<file path="src/hw/rtl/gvf_ram.sv">
// generic single-port-write, single-port-read ram with registered read
module gvf_ram #(
  parameter int WIDTH = 32,
  parameter int DEPTH = 8,
  localparam int AW = (DEPTH > 1) ? $clog2(DEPTH) : 1
) (
  input  logic             clk,
  input  logic             we,
  input  logic [AW-1:0]    waddr,
  input  logic [WIDTH-1:0] wdata,
  input  logic [AW-1:0]    raddr,
  output logic [WIDTH-1:0] rdata
);

  logic [WIDTH-1:0] mem [DEPTH];

  always_ff @(posedge clk) begin
    if (we) begin
      mem[waddr] <= wdata;
    end
    rdata <= mem[raddr];
  end

endmodule

</file>
<file path="config.mk">
export PLATFORM = sky130hd
export DESIGN_NAME = gvf_ram
export DESIGN_NICKNAME = d
export VERILOG_FILES = /design/src/hw/rtl/gvf_ram.sv
export SDC_FILE = /design/constraint.sdc
export NUM_CORES = 1
export LEC_CHECK = 0
export BUFFER_PORTS_ARGS = -buffer_cell sky130_fd_sc_hd__buf_2
export CELL_PAD_IN_SITES_DETAIL_PLACEMENT = 1
export CELL_PAD_IN_SITES_GLOBAL_PLACEMENT = 1
export CORE_ASPECT_RATIO = 0.9
export CORE_MARGIN = 1.5
export CORE_UTILIZATION = 32
export CTS_BUF_LIST = sky130_fd_sc_hd__clkbuf_8
export CTS_CLUSTER_DIAMETER = 30
export DETAILED_ROUTE_END_ITERATION = 16
export PLACE_DENSITY_LB_ADDON = 0.1
export SLEW_MARGIN = 25
export SYNTH_ARGS = -nofsm -noshare
export SYNTH_HDL_FRONTEND = slang
export SYNTH_SLANG_ARGS = --single-unit
</file>
<file path="constraint.sdc">
create_clock -name clk -period 8.8 [get_ports clk]
set_clock_uncertainty 0.1 [all_clocks]
set_input_delay 1.32 -clock clk [delete_from_list [all_inputs] [get_ports clk]]
set_output_delay 1.32 -clock clk [all_outputs]
set_load 0.005 [all_outputs]
</file>
==> impl_metrics.py, run 1 <==
metrics = {
    "run_status": {
        "status": "finished, violations left",
        "violations": "design-rule violations",
    },
    "placed_design": {
        "dpl.hpwl_mm": 10.8,
        "gp_congestion": 0.631,
        "placed_cells": 895,
        "port_buffers": 71,
    },
    "sta": {
        "fin_crit_sh": 0.321,
        "worst_pin_slew_ns": 0.964,
        "fin_tns_setup_ns": 0,
        "setup_viol": 0,
        "clock.fmax_mhz": 354,
        "rsz0062_at_grt": "false",
        "slew_violations": 0,
        "final_hold_viol_count": 0,
        "min_period_ns": 2.82,
        "slew_headroom": 0.357,
        "fin_hold_ws_ns": 0.566,
    },
    "global_routing": {
        "grt_pass1_wl_mm": 33.6,
        "grt_usage": 0.136,
        "antenna_found_initial": 2,
        "met1_usage": 0.167,
        "gr-total-overflow": 0,
        "grtUsageMet2": 0.232,
        "grt_max_degree": 65,
        "grt_pass1_vias": 5305,
        "grt_util_met3": 0.0357,
        "grt-busiest-layer": "met2",
    },
    "clock_network": {
        "cts_hold_buf": 0,
        "clkTransAtPathRegs_ns": 0.06,
        "worstSkewPairLatency_ns": 0.58,
        "post_cts_buffers": 0,
        "clock-root-buffer": "clkbuf_8",
        "clockBufferDepth": 3,
        "cts_resized": 0,
        "cts_tree": "done",
        "cts_max_level": 2,
        "cts_sinks": 288,
        "cts_buffers": 58,
    },
    "synthesis": {
        "synth_compound_area_frac": 0,
        "synth_simple_gate_area_frac": 0.00562,
        "yosysUniqueCellTypes": 13,
        "netlist_top_cells_area": "edfxtp_1 (73%), mux4_1 (10%), dfxtp_1 (6.1%)",
        "synthMuxAreaShare": 0.186,
        "syn-cell-area_sq_um": 10500,
        "syn-instance-count": 415,
        "syn-num-nets": 455,
        "yosysTopAreaCell": "edfxtp_1",
        "synth_top_area_share": 0.734,
        "synth_seq_area_share": 0.796,
        "postSynthAreaPerCell_sq_um": 25.2,
        "synthXorXnorAreaFrac": 0,
        "yosysWarnings": 0,
        "synth_seq_cells": 288,
        "synth_top_family_by_area": "multiplexers",
        "synth-adder-area-share": 0,
    },
    "power": {
        "power_switching_uw": 658,
        "seq_power_share": 0.522,
        "clkPwrFrac": 0.430,
        "p_comb_frac": 0.048,
        "power_density_nw_per_um2": 239,
        "netSwitchingFraction": 0.220,
        "p_leak_nw": 4.28,
        "irDropWorstVdd_mv": 0.0932,
        "p_int_mw": 2.33,
    },
    "finish": {
        "finalNetCount": 579,
        "area_growth_syn_to_layout_pct": 19.5,
        "fin_cells": 1004,
        "drive_gt1_frac": 0.390,
        "layout_commonest_cell": "edfxtp_1",
        "fin_util": 0.390,
        "final_cell_mix": "edfxtp_1 (256), buf_2 (69), clkbuf_8 (62)",
    },
    "critical_path": {
        "worst-path-max-fanout": 34,
        "critical_path_arrival_ns": 3.18,
        "cp.required_ns": 9.16,
        "critPathSlowestCell": "mux4_1",
        "cpPeakStageDelay_ns": 0.60,
        "path_cells": "buf_4 > buf_4 > buf_16 > mux4_1 > mux2_2",
        "critPathLaunchType": "primary input",
        "cpMostUsedCell": "buf_4",
        "critPathCaptureType": "flip-flop",
        "crit_type": "in -> reg",
    },
    "routing": {
        "viasPerCell": 4.59,
        "vias": 4613,
        "ant_nets": 0,
        "drc": 8,
        "dr.pass1.iters": 10,
        "wire_per_inst_um": 22.1,
        "drt-initial-drc-count": 185,
        "wl_mm": 22.2,
    },
    "die": {
        "die_w_um": 194,
        "dieArea_sq_um": 33800,
        "io_pins": 72,
        "initial_core_util": 0.327,
        "row_count": 62,
        "core_sq_um": 32000,
        "die_h_um": 175,
    },
    "run": {
        "drv_cap": 0,
    },
    "hold_path": {
        "hold_class": "reg -> reg",
    },
}
==> synth_stat cells <==
library cell and number:
edfxtp_1 256, mux4_1 40, dfxtp_1 32, mux2_2 32, mux4_2 24, buf_6 7, buf_2 6, nor2_1 6
buf_1 4, nand2b_1 3, nand2_1 2, nor3_1 2, clkbuf_1 1
==> metal layers <==
layer,share of wire,vias up
met1,0.42,2407
li1,-,2052
met3,0.047,53
met2,0.50,99
met5,0.00045,-
met4,0.024,2
==> state kept, by name, summed over array words and instances, names as in the netlist <==
name	cells
mem	256
rdata	32
==> stage by stage <==
stage / power [mW] / area, sq um / setup slack [ns]
global placement: 1.73 / 11300 / 5.17
finish: 2.99 / 12500 / 5.98
global route: 3.12 / 12500 / 5.89
floorplan: 1.66 / 10500 / 4.53
CTS: 3.04 / 12500 / 5.96
detailed placement: 1.74 / 11400 / 5.33
==> area by class of cell <==
class	instances	area [sq um]
multi-input combinational	109	2070
clock buffer	62	853
sequential	288	8330
fill	3047	19500
clock inverter	46	275
antenna	1	2.50
tap	416	520
timing repair buffer	82	463
==> logic make-up after synthesis <==
| logic type | after synthesis |
|---|---|
| DFF | 288 |
| and+or+nand+nor | 13 |
| muxes | 96 |
| buffers and inverters | 18 |
==> final timing paths <==
check,from,endpoint,slack [ns],cells past startpoint
max reg2reg,mem[1][26],rdata[26],7.41,2
max,raddr[0],rdata[26],5.98,5
min,mem[7][19],rdata[19],0.57,2
min reg2reg,mem[7][19],rdata[19],0.57,2
==> worst max-delay path, delay by kind of cell <==
family                 cells  cell delay [ns]
buffers and inverters      3             0.94
muxes                      2             0.87
==> power by group through the flow <==
stage / logic, mW / clock network, mW / registers (mW)
after detailed placement: 0.147 / 0 / 1.59
after global placement: 0.142 / 0 / 1.59
final: 0.143 / 1.28 / 1.56
after global routing: 0.157 / 1.40 / 1.56
after floorplan: 0.0781 / 0 / 1.59
after CTS: 0.148 / 1.33 / 1.56
No activity file was read; power rests on OpenSTA's default activity.
==> run 2: changes to the inputs <==
Clock period 8.8 ns to 2.4 ns, I/O delays scaled along.
==> run 2 against run 1 <==
  * The flow still finishes with violations (design-rule violations)
  * Die area unchanged
  * Cell count increased by 4.3%
  * Combinational power increased to 4.1 times the previous value
  * Setup slack got worse by 5.1 ns
  * Via count increased by 4.6%
  * Design area increased by 5.3%
  * Total power increased to 4.0 times the previous value
  * Core utilization increased by 2.1 points
  * Worst hold slack got worse by 0.29 ns
  * Highest routed layer is now met4
==> impl_metrics.py, run 2 (synthesized netlist as in run 1, its figures left out) <==
metrics = {
    "clock_network": {
        "clkTransAtPathRegs_ns": 0.06,
        "cts_tree": "done",
        "cts_resized": 0,
        "cts_buffers": 59,
        "clockBufferDepth": 3,
        "clock-root-buffer": "clkbuf_8",
        "cts_sinks": 288,
        "cts_max_level": 2,
        "post_cts_buffers": 0,
        "cts_hold_buf": 32,
        "worstSkewPairLatency_ns": 0.57,
    },
    "global_routing": {
        "grt_pass1_wl_mm": 33.4,
        "grt_usage": 0.134,
        "antenna_found_initial": 0,
        "gr-total-overflow": 0,
        "grt_pass1_vias": 5415,
        "grt_max_degree": 47,
    },
    "sta": {
        "fin_hold_ws_ns": 0.274,
        "setup_viol": 0,
        "final_hold_viol_count": 0,
        "fin_tns_setup_ns": 0,
        "slew_headroom": 0.711,
        "clock.fmax_mhz": 646,
        "timing.final.ws_setup_ns": 0.851,
        "fin_crit_sh": 0.645,
        "worst_pin_slew_ns": 0.434,
        "slew_violations": 0,
        "min_period_ns": 1.55,
        "rsz0062_at_grt": "false",
    },
    "routing": {
        "drc": 7,
        "drt-initial-drc-count": 162,
        "dr.pass1.iters": 10,
        "wl_mm": 22.1,
        "viasPerCell": 4.61,
        "ant_nets": 0,
        "vias": 4825,
        "wire_per_inst_um": 21.1,
    },
    "run": {
        "drv_cap": 0,
    },
    "critical_path": {
        "cpPeakStageDelay_ns": 0.38,
        "critPathSlowestCell": "dfxtp_1",
        "critPathLaunchType": "flip-flop",
        "critPathCaptureType": "output pin",
        "crit_family": "flip-flops",
        "cp_num_buf_inv": 1,
        "crit_type": "reg -> out",
        "worst-path-max-fanout": 1,
        "path_cells": "buf_2",
        "cp.required_ns": 1.94,
        "critical_path_arrival_ns": 1.09,
    },
    "die": {
        "io_pins": 72,
        "die_w_um": 194,
        "dieArea_sq_um": 33800,
        "core_sq_um": 32000,
        "row_count": 62,
        "initial_core_util": 0.327,
        "die_h_um": 175,
    },
    "power": {
        "p_leak_nw": 4.60,
        "p_int_mw": 9.47,
        "netSwitchingFraction": 0.204,
        "total_power_mw": 11.9,
        "seq_power_share": 0.480,
        "power_density_nw_per_um2": 904,
        "power_switching_mw": 2.43,
        "clkPwrFrac": 0.471,
        "irDropWorstVdd_mv": 0.438,
        "p_comb_frac": 0.049,
    },
    "finish": {
        "multi_input_area_sq_um": 2080,
        "fin_util": 0.411,
        "max_flop_register": "mem",
        "largest_reg_flops": 256,
        "top_regs": "mem x256, rdata x32",
        "layout_commonest_cell": "edfxtp_1",
        "final_cell_mix": "edfxtp_1 (256), clkbuf_8 (70), buf_2 (69)",
        "drive_gt1_frac": 0.385,
        "regArea_sq_um": 8330,
        "area_growth_syn_to_layout_pct": 25.9,
        "diodes": 0,
        "finalNetCount": 621,
        "fillers": 2996,
    },
    "placed_design": {
        "gp_congestion": 0.631,
        "dpl.hpwl_mm": 11.9,
        "port_buffers": 71,
        "pre_cts_slack_ns": 0.403,
    },
    "run_status": {
        "status": "finished, violations left",
        "violations": "design-rule violations",
    },
    "hold_path": {
        "hold_class": "in -> reg",
    },
}
[run 2: cell count changes in the layout (fill, tap and decap cells not counted), moves of 2 or more]
cell,before,now
buf_12,0,5
buf_4,12,17
bufinv_16,2,8
clkbuf_8,62,70
clkinv_1,9,7
clkinv_2,9,5
clkinvlp_4,9,4
dlygate4sd3_1,0,32
nor3_2,2,0
nor3_4,0,2
[run 2: stage by stage]
stage,area [sq um],std cells
floorplan,10500,415
finish,13200,1047
detailed placement,11500,904
global route,13200,1047
global placement,11500,904
CTS,13200,1047
[run 2: layout make-up]
cell class / count / area share
clock buffers: 70 / 0.0731
clock inverters: 41 / 0.0296
multi-input cells: 109 / 0.158
flip-flops and latches: 288 / 0.632
well taps: 416 / 0.0395
repair buffers: 123 / 0.0678
[run 2: path summary, 6_finish.rpt]
kind	start	end	slack [ns]	cells past startpoint
worst max-delay path	rdata[17]	rdata[17]	0.85	1
worst min-delay path	raddr[1]	rdata[0]	0.27	3
worst max register to register	mem[3][9]	rdata[9]	1.02	2
worst min register to register	mem[2][12]	rdata[12]	0.56	2
[run 2: per-layer routing]
metal,vias up,global-route usage,routed length [um],part of all wire
li1,2144,-,-,-
met1,2530,0.168,9600,0.44
met2,101,0.228,11000,0.50
met3,50,0.0326,909,0.041
met4,0,0.0472,503,0.023
met5,-,0,0,0
[run 2: power by group through the flow]
stage,Sequential (mW),Combinational (mW),Clock [mW]
after detailed placement,5.82,0.558,0
after CTS,5.72,0.604,5.79
after global placement,5.81,0.546,0
after floorplan,5.81,0.287,0
final,5.72,0.581,5.61
after global routing,5.73,0.636,6.04
